### src/design/lr_pkg.sv
// lr_pkg: shared types and constants for the line rasterizer
// holds the command and pixel payload structs and the step-unit control struct
// no dependencies
package lr_pkg;

	// fixed field widths of the command and pixel payloads
	localparam int COORD_W = 6;
	localparam int COLOR_W = 32;

	// default coordinate width used by the datapath
	localparam int COORD_BITS_DEF = 6;

	// one line command
	typedef struct packed {
		logic [COORD_W-1:0] start_x;
		logic [COORD_W-1:0] start_y;
		logic [COORD_W-1:0] end_x;
		logic [COORD_W-1:0] end_y;
		logic [COLOR_W-1:0] draw_color;
	} line_cmd_t;

	// one pixel write
	typedef struct packed {
		logic [COORD_W-1:0] pixel_x;
		logic [COORD_W-1:0] pixel_y;
		logic [COLOR_W-1:0] pixel_color;
		logic               last_pixel;
	} pixel_t;

	// control from the sequencer to the step unit
	typedef struct packed {
		logic load;
		logic step;
	} dda_ctl_t;

endpackage

### src/design/lr_dda.sv
// lr_dda: exact-integer step unit for the line rasterizer
// keeps major coord, minor quotient, remainder; one step per cycle with ctl.step
// depends on lr_pkg
module lr_dda #(
	parameter int COORD_BITS = lr_pkg::COORD_BITS_DEF
) (
	input  logic                  clk,
	input  lr_pkg::dda_ctl_t      ctl,
	input  logic [COORD_BITS-1:0] m0,
	input  logic [COORD_BITS-1:0] m1,
	input  logic [COORD_BITS-1:0] n0,
	input  logic [COORD_BITS-1:0] n1,
	output logic [COORD_BITS-1:0] m,
	output logic [COORD_BITS-1:0] n,
	output logic                  last
);
	import lr_pkg::*;

	logic [COORD_BITS-1:0]      m_q;
	logic [COORD_BITS-1:0]      m1_q;
	logic [COORD_BITS-1:0]      q_q;
	logic [COORD_BITS-1:0]      r_q;
	logic [COORD_BITS-1:0]      span_q;
	logic signed [COORD_BITS:0] delta_q;

	logic signed [COORD_BITS+1:0] sum;
	logic signed [COORD_BITS+1:0] span_ext;
	logic signed [COORD_BITS+1:0] r_fix;
	logic [COORD_BITS-1:0]        r_next;
	logic [COORD_BITS-1:0]        q_next;

	// remainder update: add the minor delta, then one correction by the span
	always_comb begin
		sum      = $signed({2'b00, r_q}) + $signed({delta_q[COORD_BITS], delta_q});
		span_ext = $signed({2'b00, span_q});
		r_fix    = sum;
		q_next   = q_q;
		if (!delta_q[COORD_BITS] && (sum >= span_ext)) begin
			r_fix  = sum - span_ext;
			q_next = q_q + 1'b1;
		end else if (delta_q[COORD_BITS] && sum[COORD_BITS+1]) begin
			r_fix  = sum + span_ext;
			q_next = q_q - 1'b1;
		end
		r_next = r_fix[COORD_BITS-1:0];
	end

	// step registers
	always_ff @(posedge clk) begin
		if (ctl.load) begin
			m_q     <= m0;
			m1_q    <= m1;
			q_q     <= n0;
			r_q     <= '0;
			span_q  <= m1 - m0;
			delta_q <= $signed({1'b0, n1}) - $signed({1'b0, n0});
		end else if (ctl.step) begin
			m_q <= m_q + 1'b1;
			q_q <= q_next;
			r_q <= r_next;
		end
	end

	assign m    = m_q;
	assign n    = q_q;
	assign last = (m_q == m1_q);

endmodule

### src/design/line_rasterizer.sv
// line_rasterizer: top level, command capture, axis setup and pixel output register
// uses lr_dda for the exact minor-coordinate stepping
// depends on lr_pkg
//
// Takes one line command per transfer and emits one pixel transfer per major-axis
// step, span+1 pixels in all, the last one marked. The column is the major axis
// unless the row extent is larger; pixels come out in ascending major order. A
// command passes through capture and then setup (extents, steep test, end point
// ordering), then the step unit produces one pixel per cycle while the output
// side takes them.
// The step unit (one add and one span correction per cycle) sets the pixel rate while the output is not stalled.
// cmd_ready is high only between commands; the last pixel may still sit in the
// output register while the next command is taken.
module line_rasterizer #(
	parameter int COORD_BITS = lr_pkg::COORD_BITS_DEF
) (
	input  logic              clk,
	input  logic              arst_n,
	input  logic              cmd_valid,
	output logic              cmd_ready,
	input  lr_pkg::line_cmd_t cmd,
	output logic              pix_valid,
	input  logic              pix_ready,
	output lr_pkg::pixel_t    pix
);
	import lr_pkg::*;

	typedef enum logic [2:0] {
		S_IDLE  = 3'b001,
		S_SETUP = 3'b010,
		S_RUN   = 3'b100
	} state_t;

	state_t state_q, state_d;

	logic [COORD_BITS-1:0] ax_q, ay_q, bx_q, by_q;
	logic [COLOR_W-1:0]    color_q;
	logic                  steep_q;

	logic [COORD_BITS-1:0] dx, dy;
	logic                  steep;
	logic [COORD_BITS-1:0] pm0, pm1, pn0, pn1;
	logic [COORD_BITS-1:0] m0, m1, n0, n1;
	logic                  swap;

	dda_ctl_t              dda_ctl;
	logic [COORD_BITS-1:0] cur_m, cur_n;
	logic                  cur_last;

	pixel_t pix_q;
	logic   pix_valid_q;
	logic   slot_free;
	logic   emit;

	assign cmd_ready = (state_q == S_IDLE);
	assign slot_free = !pix_valid_q || pix_ready;
	assign emit      = (state_q == S_RUN) && slot_free;

	// command capture, low coordinate bits only
	always_ff @(posedge clk) begin
		if (cmd_valid && cmd_ready) begin
			ax_q    <= cmd.start_x[COORD_BITS-1:0];
			ay_q    <= cmd.start_y[COORD_BITS-1:0];
			bx_q    <= cmd.end_x[COORD_BITS-1:0];
			by_q    <= cmd.end_y[COORD_BITS-1:0];
			color_q <= cmd.draw_color;
		end
	end

	// axis setup: extents, steep test and ordering of the end points
	always_comb begin
		dx    = (ax_q > bx_q) ? (ax_q - bx_q) : (bx_q - ax_q);
		dy    = (ay_q > by_q) ? (ay_q - by_q) : (by_q - ay_q);
		steep = (dx < dy);
		pm0   = steep ? ay_q : ax_q;
		pn0   = steep ? ax_q : ay_q;
		pm1   = steep ? by_q : bx_q;
		pn1   = steep ? bx_q : by_q;
		swap  = (pm0 > pm1);
		m0    = swap ? pm1 : pm0;
		n0    = swap ? pn1 : pn0;
		m1    = swap ? pm0 : pm1;
		n1    = swap ? pn0 : pn1;
	end

	always_ff @(posedge clk) begin
		if (state_q == S_SETUP) begin
			steep_q <= steep;
		end
	end

	assign dda_ctl.load = (state_q == S_SETUP);
	assign dda_ctl.step = emit;

	lr_dda #(
		.COORD_BITS(COORD_BITS)
	) u_dda (
		.clk  (clk),
		.ctl  (dda_ctl),
		.m0   (m0),
		.m1   (m1),
		.n0   (n0),
		.n1   (n1),
		.m    (cur_m),
		.n    (cur_n),
		.last (cur_last)
	);

	// sequencer
	always_comb begin
		state_d = state_q;
		unique case (state_q)
			S_IDLE: begin
				if (cmd_valid) state_d = S_SETUP;
			end
			S_SETUP: state_d = S_RUN;
			S_RUN: begin
				if (slot_free && cur_last) state_d = S_IDLE;
			end
			default: state_d = S_IDLE;
		endcase
	end

	always_ff @(posedge clk or negedge arst_n) begin
		if (!arst_n) begin
			state_q <= S_IDLE;
		end else begin
			state_q <= state_d;
		end
	end

	// output register valid
	always_ff @(posedge clk or negedge arst_n) begin
		if (!arst_n) begin
			pix_valid_q <= 1'b0;
		end else if (emit) begin
			pix_valid_q <= 1'b1;
		end else if (pix_ready) begin
			pix_valid_q <= 1'b0;
		end
	end

	// output register payload, back in column/row order
	always_ff @(posedge clk) begin
		if (emit) begin
			pix_q.pixel_x     <= steep_q ? COORD_W'(cur_n) : COORD_W'(cur_m);
			pix_q.pixel_y     <= steep_q ? COORD_W'(cur_m) : COORD_W'(cur_n);
			pix_q.pixel_color <= color_q;
			pix_q.last_pixel  <= cur_last;
		end
	end

	assign pix_valid = pix_valid_q;
	assign pix       = pix_q;

endmodule

### config.mk
export PLATFORM = sky130hd
export DESIGN_NAME = line_rasterizer
export DESIGN_NICKNAME = d
export VERILOG_FILES = /design/src/design/lr_pkg.sv /design/src/design/lr_dda.sv /design/src/design/line_rasterizer.sv
export SDC_FILE = /design/constraint.sdc
export NUM_CORES = 1
export LEC_CHECK = 0
export ABC_AREA = 1
export ABC_CLOCK_PERIOD_IN_PS = 11150
export BUFFER_PORTS_ARGS = -buffer_cell sky130_fd_sc_hd__buf_2
export CAP_MARGIN = 20
export CORE_AREA = 3 3 165 103
export CTS_CLUSTER_SIZE = 12
export DETAILED_ROUTE_END_ITERATION = 6
export DIE_AREA = 0 0 168 106
export PLACE_DENSITY = 0.77
export SETUP_SLACK_MARGIN = 0.3
export SYNTH_ARGS = -nofsm -noshare
export SYNTH_HDL_FRONTEND = slang
export SYNTH_HIERARCHICAL = 1
export SYNTH_SLANG_ARGS = --single-unit
### constraint.sdc
create_clock -name clk -period 11.15 [get_ports clk]
set_clock_uncertainty 0.1 [all_clocks]
set_input_delay 2.23 -clock clk [delete_from_list [all_inputs] [get_ports clk]]
set_output_delay 2.23 -clock clk [all_outputs]
set_load 0.1 [all_outputs]
==> results.sh, run 1 <==
export IMPL_status="finished, final reports clean"
export IMPL_drive_above_1_share=0.1693
export IMPL_drcViolationCount=0
export IMPL_whs_path_depth=0
export IMPL_routed_via_count=6585
export IMPL_cts_resized=0
export IMPL_diodes=0
export IMPL_setup_ws_ps=4626
export IMPL_num_rows=35
export IMPL_crit_top_cell="nand2_1"
export IMPL_gr_usage_all_layers=0.2239
export IMPL_multi_input_area_sq_um=3626
export IMPL_hp_class="register to register"
export IMPL_wl_per_cell_um=15.96
export IMPL_ys_seq_elements=143
export IMPL_crit_path_end_kind="register"
export IMPL_cts_sink_count=143
export IMPL_r2r_slack_ps=4630
export IMPL_regArea_sq_um=4215
export IMPL_clk_pin_slew_worst_paths_ps=70
export IMPL_min_to="pix[5]"
export IMPL_routabilityCongestion=0.9583
export IMPL_rsz0062_at_grt="false"
export IMPL_worstMarginPinSlew_ps=842.5
export IMPL_postCtsHoldBufs=0
export IMPL_finalSetupTns_ps=0
export IMPL_r2r_cells=33
export IMPL_dp_hpwl_um=14460
export IMPL_io_pins=107
export IMPL_die_area_sq_um=17810
export IMPL_maxCapViolations=0
export IMPL_syn2layout_area_growth_pct=15.56
export IMPL_avgViaCountPerCell=5.349
export IMPL_path_max_fanout=25
export IMPL_worstReg2RegEnd="u_dda/delta_q[6]"
export IMPL_critical_path_arrival_ps=6590
export IMPL_dr_pass1_iters=6
export IMPL_startpoint_type="register"
export IMPL_slowest_delay_ps=510
export IMPL_final_fill_count=1220
export IMPL_min_period_ps=6524
export IMPL_slew_headroom=0.4370
export IMPL_min_from="color_q[4]"
export IMPL_cts_tree="built"
export IMPL_coreArea_sq_um=15370
export IMPL_routed_wl_um=19650
export IMPL_dp_slack_ps=4779
export IMPL_start_util=0.5508
export IMPL_ant_nets=0
export IMPL_h_tree_depth=4
export IMPL_chipWidth_um=168
export IMPL_ys_warn_count=6
export IMPL_grt_max_degree=51
export IMPL_root_buffer="clkbuf_16"
export IMPL_grt_pass1_vias=6088
export IMPL_synthesis_nets=1044
export IMPL_finalHoldViolations=0
export IMPL_first_iter_violations=805
export IMPL_synth_edf_count=133
export IMPL_critPathRequiredTime_ps=11220
export IMPL_critical_path_class="register to register"
export IMPL_synth_area_top_cells="edfxtp_1 47%, nand2_1 10%, ha_1 9.9%"
export IMPL_crit_path_top_delay_cell="a21oi_4"
export IMPL_r2r_start="ay_q[0]"
export IMPL_maxSlewViolCount=0
export IMPL_fin_area_sq_um=9784
export IMPL_place_area_sq_um=9170
export IMPL_syn_avg_cell_area_sq_um=9.335
export IMPL_yosysTopAreaCellShare=0.4717
export IMPL_syn_instance_count=907
export IMPL_final_nets=1152
export IMPL_yosysUniqueCellTypes=40
export IMPL_clk_latency_ps=420
export IMPL_yosys_most_used_dff="edfxtp_1"
export IMPL_synth_seq_area_share=0.4979
export IMPL_period_share=0.5851
export IMPL_cts_buffers=17
export IMPL_synth_top_area_cell="edfxtp_1"
export IMPL_dieHeight_um=106
export IMPL_clockBufferDepth=2
export IMPL_synthArstFlopShare=0.02797
export IMPL_grt_ovfl_total=0
export IMPL_fmax_ghz=0.1533
export IMPL_netlist_area_sq_um=8467
export IMPL_port_buffer_count=106
export IMPL_setup_viol=0
export IMPL_post_cts_setup_buffers=0
export IMPL_grt_pass1_wl_um=31430
export IMPL_antenna_found_initial=0
[metrics by stage]
step,util,hold WS (ps),std cells
after global placement,0.5966,300.3,1199
after global routing,0.6365,321.1,1231
final,0.6365,317.1,1231
after floorplan,-,300.3,907
after CTS,0.6365,317.3,1231
after detailed placement,0.5966,304.5,1199
[cells by family (layout without fill, tap and decap cells)]
logic type | after synthesis | after routing | share of synthesized area
buf+inv | 159 | 280 | 0.07625
mux | 1 | 1 | 0.001182
simple gates | 425 | 425 | 0.2239
xor+xnor | 27 | 27 | 0.02793
compound gates | 75 | 75 | 0.05025
fa+ha+maj | 77 | 77 | 0.1227
flops | 143 | 143 | 0.4979
[worst max-delay path, delay by kind of cell (launching register included)]
kind,cells,cell delay [ps]
adders and majority gates,6,1810
DFF,1,390
and+or+nand+nor,21,2720
buffers and inverters,3,350
AOI/OAI and AO/OA,3,880
[worst max-delay path by stage]
stage,start,to,slack [ps],cells past startpoint
6_report,ay_q[0],u_dda/delta_q[6],4630,33
5_1_grt,ay_q[0],u_dda/delta_q[6],4020,33
4_1_cts,ay_q[0],u_dda/delta_q[6],4760,33
3_5_place_dp,ay_q[0],u_dda/delta_q[6],4780,34
3_3_place_gp,ay_q[0],u_dda/delta_q[6],4980,34
2_1_floorplan,state_q[0],ax_q[0],5180,4
[final cells by class]
class / count / area share
flip-flops and latches: 143 / 0.4308
multi-input cells: 605 / 0.3706
repair buffers: 109 / 0.05652
inverters: 139 / 0.05332
clock buffers: 17 / 0.04348
well taps: 203 / 0.02596
clock inverters: 15 / 0.01931
[sequential cells by signal (all words and copies together) (netlist names)]
name	count
bx_q	6
state_q	3
pix	45
color_q	32
ay_q	6
u_dda/m1_q	6
u_dda/delta_q	7
u_dda/r_q	6
steep_q	1
by_q	6
pix_valid	1
u_dda/n	6
u_dda/m	6
ax_q	6
u_dda/span_q	6
[routing by layer]
layer  part of all wire  up-vias  wire, um  GRT usage
met5                  0        -         0          0
met4              0.012        0       236    0.06538
met3              0.084       25      1655    0.05240
met2               0.41      284      8149     0.3111
met1               0.49     3029      9612     0.3469
li1                   -     3247         -          -
[cells in the mapped netlist (4+ instances only)]
cell type	number
nand2_2	9
ha_1	67
xor2_1	19
buf_2	7
nand3_2	5
nand3_1	114
xnor2_1	8
nand2_1	228
dfxtp_1	6
a21oi_1	31
nand4_1	15
and2_1	6
clkbuf_1	4
fa_1	10
edfxtp_1	133
inv_1	136
o21ai_0	26
nor2_1	35
o21ai_1	4
or2_2	4
[cell usage in the layout, fill, tap and decap left out, types with 4 or more instances in the layout]
master / Yosys / final
nand4_1: 15 / 15
nand2_2: 9 / 9
fa_1: 10 / 10
o21ai_1: 4 / 4
and2_1: 6 / 6
o21ai_0: 26 / 26
nand2_1: 228 / 228
inv_1: 136 / 136
xor2_1: 19 / 19
edfxtp_1: 133 / 133
clkbuf_16: 0 / 17
ha_1: 67 / 67
buf_2: 7 / 106
dfxtp_1: 6 / 6
nor2_1: 35 / 33
a21oi_1: 31 / 31
or2_2: 4 / 4
inv_8: 0 / 6
xnor2_1: 8 / 8
nand3_1: 114 / 114
nand3_2: 5 / 5
Power of run 1 is not shown: default switching activity piles up to over one toggle a cycle in this logic, so the estimate is an artifact.
==> run 2, diff against run 1 <==
--- a/config.mk
+++ b/config.mk
@@ -6,14 +6,14 @@
 export NUM_CORES = 1
 export LEC_CHECK = 0
 export ABC_AREA = 1
-export ABC_CLOCK_PERIOD_IN_PS = 11150
+export ABC_CLOCK_PERIOD_IN_PS = 5600
 export BUFFER_PORTS_ARGS = -buffer_cell sky130_fd_sc_hd__buf_2
 export CAP_MARGIN = 20
-export CORE_AREA = 3 3 165 103
+export CORE_AREA = 3 3 168 104
 export CTS_CLUSTER_SIZE = 12
 export DETAILED_ROUTE_END_ITERATION = 6
-export DIE_AREA = 0 0 168 106
-export PLACE_DENSITY = 0.77
+export DIE_AREA = 0 0 171 107
+export PLACE_DENSITY = 0.78
 export SETUP_SLACK_MARGIN = 0.3
 export SYNTH_ARGS = -nofsm -noshare
 export SYNTH_HDL_FRONTEND = slang
==> constraint.sdc (replaced) <==
create_clock -name clk -period 5.6 [get_ports clk]
set_clock_uncertainty 0.1 [all_clocks]
set_input_delay 1.12 -clock clk [delete_from_list [all_inputs] [get_ports clk]]
set_output_delay 1.12 -clock clk [all_outputs]
set_load 0.1 [all_outputs]
==> run 2 against run 1 <==
  * Via count increased by 8.6%
  * Design area grew 10%
  * Worst setup slack got worse by 4300 ps
  * Hold slack got worse by 5.5 ps
  * Maximum frequency up 24%
  * Cell count up 4.3%
  * Global-route usage is 0.24 points higher
  * Routed wire length increased by 15%
  * Largest cell class unchanged
  * Highest routed layer unchanged
==> results.sh, run 2 (synthesis results as in run 1) <==
export IMPL_cts_sink_count=143
export IMPL_routed_via_count=7149
export IMPL_final_cell_mix="196 x nand2_1, 133 x edfxtp_1, 121 x inv_1"
export IMPL_worstMarginPinSlew_ps=828.2
export IMPL_crit_path_top_delay_cell="edfxtp_1"
export IMPL_worstReg2RegEnd="u_dda/delta_q[5]"
export IMPL_min_period_ps=5274
export IMPL_grt_pass1_vias=6431
export IMPL_min_from="color_q[8]"
export IMPL_setup_viol=0
export IMPL_grt_ovfl_total=0
export IMPL_whs_path_depth=0
export IMPL_final_nets=1199
export IMPL_drive_above_1_share=0.3033
export IMPL_critPathLaunch="ay_q[0]"
export IMPL_path_max_fanout=8
export IMPL_busiest_layer="met1"
export IMPL_dp_hpwl_um=14430
export IMPL_maxSlewViolCount=0
export IMPL_slew_headroom=0.4458
export IMPL_grt_pass1_wl_um=32510
export IMPL_crit_top_cell="nand2_2"
export IMPL_gr_usage_all_layers=0.2264
export IMPL_ant_nets=0
export IMPL_h_tree_depth=4
export IMPL_final_common_cell="nand2_1"
export IMPL_crit_path_end_kind="register"
export IMPL_maxCapViolations=0
export IMPL_status="finished, final reports clean"
export IMPL_period_share=0.9418
export IMPL_coreArea_sq_um=16130
export IMPL_min_to="pix[9]"
export IMPL_postCtsHoldBufs=0
export IMPL_largest_register_ffs=45
export IMPL_io_pins=107
export IMPL_r2r_start="ay_q[0]"
export IMPL_r2r_cells=38
export IMPL_hp_class="register to register"
export IMPL_drcViolationCount=0
export IMPL_routed_wl_um=22550
export IMPL_r2r_slack_ps=330
export IMPL_clockBufferDepth=2
export IMPL_dp_cells=1216
export IMPL_diodes=0
export IMPL_syn2layout_area_growth_pct=27.52
export IMPL_die_area_sq_um=18300
export IMPL_first_iter_violations=916
export IMPL_critical_path_arrival_ps=5340
export IMPL_dieHeight_um=107
export IMPL_port_buffer_count=106
export IMPL_rsz0062_at_grt="false"
export IMPL_cts_buffers=17
export IMPL_final_cells=1284
export IMPL_clk_pin_slew_worst_paths_ps=70
export IMPL_clk_latency_ps=430
export IMPL_num_rows=36
export IMPL_dr_pass1_iters=7
export IMPL_startpoint_type="register"
export IMPL_cts_tree="built"
export IMPL_antenna_found_initial=0
export IMPL_fmax_ghz=0.1896
export IMPL_chipWidth_um=171
export IMPL_met1_usage=0.3348
export IMPL_start_util=0.5251
export IMPL_avgViaCountPerCell=5.568
export IMPL_grt_max_degree=57
export IMPL_wl_per_cell_um=17.56
export IMPL_grtUsageMet3=0.05711
export IMPL_slowest_delay_ps=420
export IMPL_root_buffer="clkbuf_16"
export IMPL_grt_use_met2=0.3335
export IMPL_finalHoldViolations=0
export IMPL_critPathRequiredTime_ps=5670
export IMPL_critical_path_class="register to register"
export IMPL_routabilityCongestion=0.9715
run 2: cell count changes in the layout (fill, tap and decap cells not counted), moves of 16 or more:
cell     previous run  this run
buf_4               3        37
ha_1               67        49
inv_2               2        18
nand2_1           228       196
nand2_2             9        32
nand3_1           114        95
run 2: worst max-delay path: cells and delay by family, from the launching register on:
family	cells	cell delay (ps)
adders and majority gates	5	1300
buffers and inverters	8	850
and+or+nand+nor	20	1610
AOI/OAI and AO/OA	4	620
xor gates and xnor gates	1	90
DFF	1	420
run 2: layout make-up:
| cell class | instances | area [sq um] |
|---|---|---|
| multi-input combinational | 607 | 4185 |
| sequential | 143 | 4215 |
| tap | 209 | 261.5 |
| fill | 1157 | 5329 |
| inverter | 139 | 521.8 |
| timing repair buffer | 154 | 970.9 |
| clock inverter | 15 | 216.5 |
| clock buffer | 17 | 425.4 |
run 2: worst max path at each step:
stage	to	slack [ps]	cells past startpoint
finish	u_dda/delta_q[5]	330	38
floorplan	u_dda/delta_q[6]	450	35
CTS	u_dda/span_q[4]	310	34
global route	u_dda/span_q[5]	70	34
global placement	u_dda/delta_q[6]	50	32
detailed placement	u_dda/delta_q[6]	-90	34
run 2: what timing repair did:
action / in CTS / in global routing
pin swaps: 4 / 33
resized for setup: 18 / 127
setup endpoints to repair: 11 / 11
gates cloned: 2 / 1
buffers inserted: 15 / 18
run 2: per-stage QoR:
step / setup WS (ps) / hold WS [ps] / setup TNS [ps] / area, sq um / utilization
after floorplan: 446.2 / 300.3 / 0 / 8469 / -
after global placement: 50.79 / 300.5 / 0 / 9260 / 0.5743
after detailed placement: -89.22 / 304.5 / -107.8 / 9260 / 0.5743
after CTS: 307.6 / 314.4 / 0 / 10120 / 0.6277
after global routing: 71.48 / 319.6 / 0 / 10800 / 0.6695
final: 326.1 / 311.6 / 0 / 10800 / 0.6695
run 2: layer usage:
layer	vias to the layer above	wire, um
li1	3343	-
met1	3360	9753
met2	400	10130
met3	46	2174
met4	0	493
met5	-	0
Power of run 2 is left out for the same reason.
==> run 3, diff against run 2 <==
--- a/config.mk
+++ b/config.mk
@@ -9,11 +9,12 @@
 export ABC_CLOCK_PERIOD_IN_PS = 5600
 export BUFFER_PORTS_ARGS = -buffer_cell sky130_fd_sc_hd__buf_2
 export CAP_MARGIN = 20
-export CORE_AREA = 3 3 168 104
+export CORE_AREA = 3 3 165 103
+export CTS_BUF_LIST = sky130_fd_sc_hd__clkbuf_4 sky130_fd_sc_hd__clkbuf_8
 export CTS_CLUSTER_SIZE = 12
 export DETAILED_ROUTE_END_ITERATION = 6
-export DIE_AREA = 0 0 171 107
-export PLACE_DENSITY = 0.78
+export DIE_AREA = 0 0 168 106
+export PLACE_DENSITY = 0.8
 export SETUP_SLACK_MARGIN = 0.3
 export SYNTH_ARGS = -nofsm -noshare
 export SYNTH_HDL_FRONTEND = slang
==> run 3 against run 2 <==
  * Flip-flop and latch count did not move
  * Register-to-register slack worse by 140 ps
  * Die area shrank 2.7%
  * Global-route usage up 0.12 points
  * Critical path depth fell by 7
  * Utilization increased by 2.3 points
  * Maximum frequency shrank 2.6%
  * Hold slack better by 7.6 ps
  * Non-clock buffer count is 2 higher
==> results.sh, run 3 (synthesis results as in run 1) <==
export IMPL_syn2layout_area_growth_pct=25.79
export IMPL_fin_area_sq_um=10650
export IMPL_final_cell_mix="196 x nand2_1, 133 x edfxtp_1, 126 x inv_1"
export IMPL_drcViolationCount=0
export IMPL_grt_ovfl_total=0
export IMPL_h_tree_depth=4
export IMPL_wl_per_cell_um=17.64
export IMPL_num_rows=35
export IMPL_die_area_sq_um=17810
export IMPL_worstMarginPinSlew_ps=849.2
export IMPL_coreArea_sq_um=15370
export IMPL_maxCapViolations=0
export IMPL_maxSlewViolCount=0
export IMPL_cts_buffers=17
export IMPL_fmax_ghz=0.1847
export IMPL_critical_path_class="register to register"
export IMPL_cts_sink_count=143
export IMPL_root_buffer="clkbuf_8"
export IMPL_min_period_ps=5414
export IMPL_first_iter_violations=841
export IMPL_slowest_delay_ps=460
export IMPL_period_share=0.9667
export IMPL_crit_top_cell="nand2_1"
export IMPL_grt_max_degree=52
export IMPL_rsz0062_at_grt="false"
export IMPL_start_util=0.5508
export IMPL_final_common_cell="nand2_1"
export IMPL_place_area_sq_um=9280
export IMPL_crit_path_end_kind="register"
export IMPL_critPathRequiredTime_ps=5680
export IMPL_final_fill_count=1049
export IMPL_io_pins=107
export IMPL_avgViaCountPerCell=5.651
export IMPL_chipWidth_um=168
export IMPL_final_nets=1201
export IMPL_antenna_found_initial=1
export IMPL_routabilityCongestion=0.9836
export IMPL_largest_register_ffs=45
export IMPL_routed_via_count=7233
export IMPL_diodes=0
export IMPL_clk_latency_ps=450
export IMPL_port_buffer_count=106
export IMPL_dieHeight_um=106
export IMPL_status="finished, final reports clean"
export IMPL_setup_viol=0
export IMPL_dp_hpwl_um=14780
export IMPL_path_max_fanout=12
export IMPL_crit_path_top_delay_cell="edfxtp_1"
export IMPL_drive_above_1_share=0.3018
export IMPL_hp_class="register to register"
export IMPL_routed_wl_um=22590
export IMPL_grt_pass1_vias=6581
export IMPL_gr_usage_all_layers=0.2276
export IMPL_clockBufferDepth=2
export IMPL_critical_path_arrival_ps=5490
export IMPL_startpoint_type="register"
export IMPL_finalHoldViolations=0
export IMPL_clk_pin_slew_worst_paths_ps=90
export IMPL_dr_pass1_iters=6
export IMPL_slew_headroom=0.4312
export IMPL_cts_tree="built"
export IMPL_grt_pass1_wl_um=32590
export IMPL_ant_nets=0
run 3: cell count changes in the layout (fill, tap and decap cells not counted), moves of 3 or more:
cell       delta
clkbuf_16    -17
clkbuf_8     +17
inv_2         -6
inv_1         +5
nand3_2       -5
nand2_2       -3
nand2_4       +3
nand3_4       +3
nor2_4        -3
o21ai_1       -3
run 3: layout make-up:
cell class	instances	area, sq um	area share
tap	203	254.0	0.02385
clock inverter	15	187.7	0.01762
clock buffer	17	234.0	0.02197
sequential	143	4215	0.3958
multi-input combinational	607	4237	0.3978
timing repair buffer	156	1001	0.09399
inverter	139	521.8	0.04899
run 3: per-layer routing:
metal  GRT usage  share of wire  wire length [um]
met5           0        0.00058                13
met3     0.05946           0.11              2438
met1      0.3437           0.43              9761
met2      0.3263           0.44              9928
met4     0.05779          0.020               442
run 3: stage by stage:
step / setup WS (ps) / util / setup TNS, ps / hold slack (ps) / std cells
after floorplan: 446.2 / - / 0 / 300.3 / 907
after global placement: 160.3 / 0.6037 / 0 / 300.1 / 1212
after detailed placement: -11.54 / 0.6037 / -19.99 / 304.5 / 1212
after CTS: 300.6 / 0.6379 / 0 / 319.5 / 1252
after global routing: 26.42 / 0.6929 / 0 / 322.7 / 1280
final: 186.2 / 0.6929 / 0 / 319.2 / 1280
run 3: timing repair:
item                       in CTS  in global routing
resized for setup              17                133
pin swaps                       5                 43
cloned                          0                  4
setup endpoints to repair      10                 11
buffers inserted                8                 24
hold buffers                    0                  0
run 3: critical path, delay by kind of cell, from the launching register on:
kind	cells	cell delay, ps
simple gates	16	1650
buf+inv	6	750
flops	1	460
fa+ha+maj	5	1390
compound gates	3	610
xor+xnor	1	160
run 3: final timing paths:
check	from	end	slack, ps	cells after the start
min	color_q[27]	pix[28]	320	0
min reg2reg	color_q[27]	pix[28]	320	0
max	bx_q[0]	u_dda/span_q[4]	190	31
min in group asynchronous	arst_n	pix_valid	360	1
max in group asynchronous	arst_n	state_q[0]	4840	1
max reg2reg	bx_q[0]	u_dda/span_q[4]	190	31
Power of run 3 is left out for the same reason.
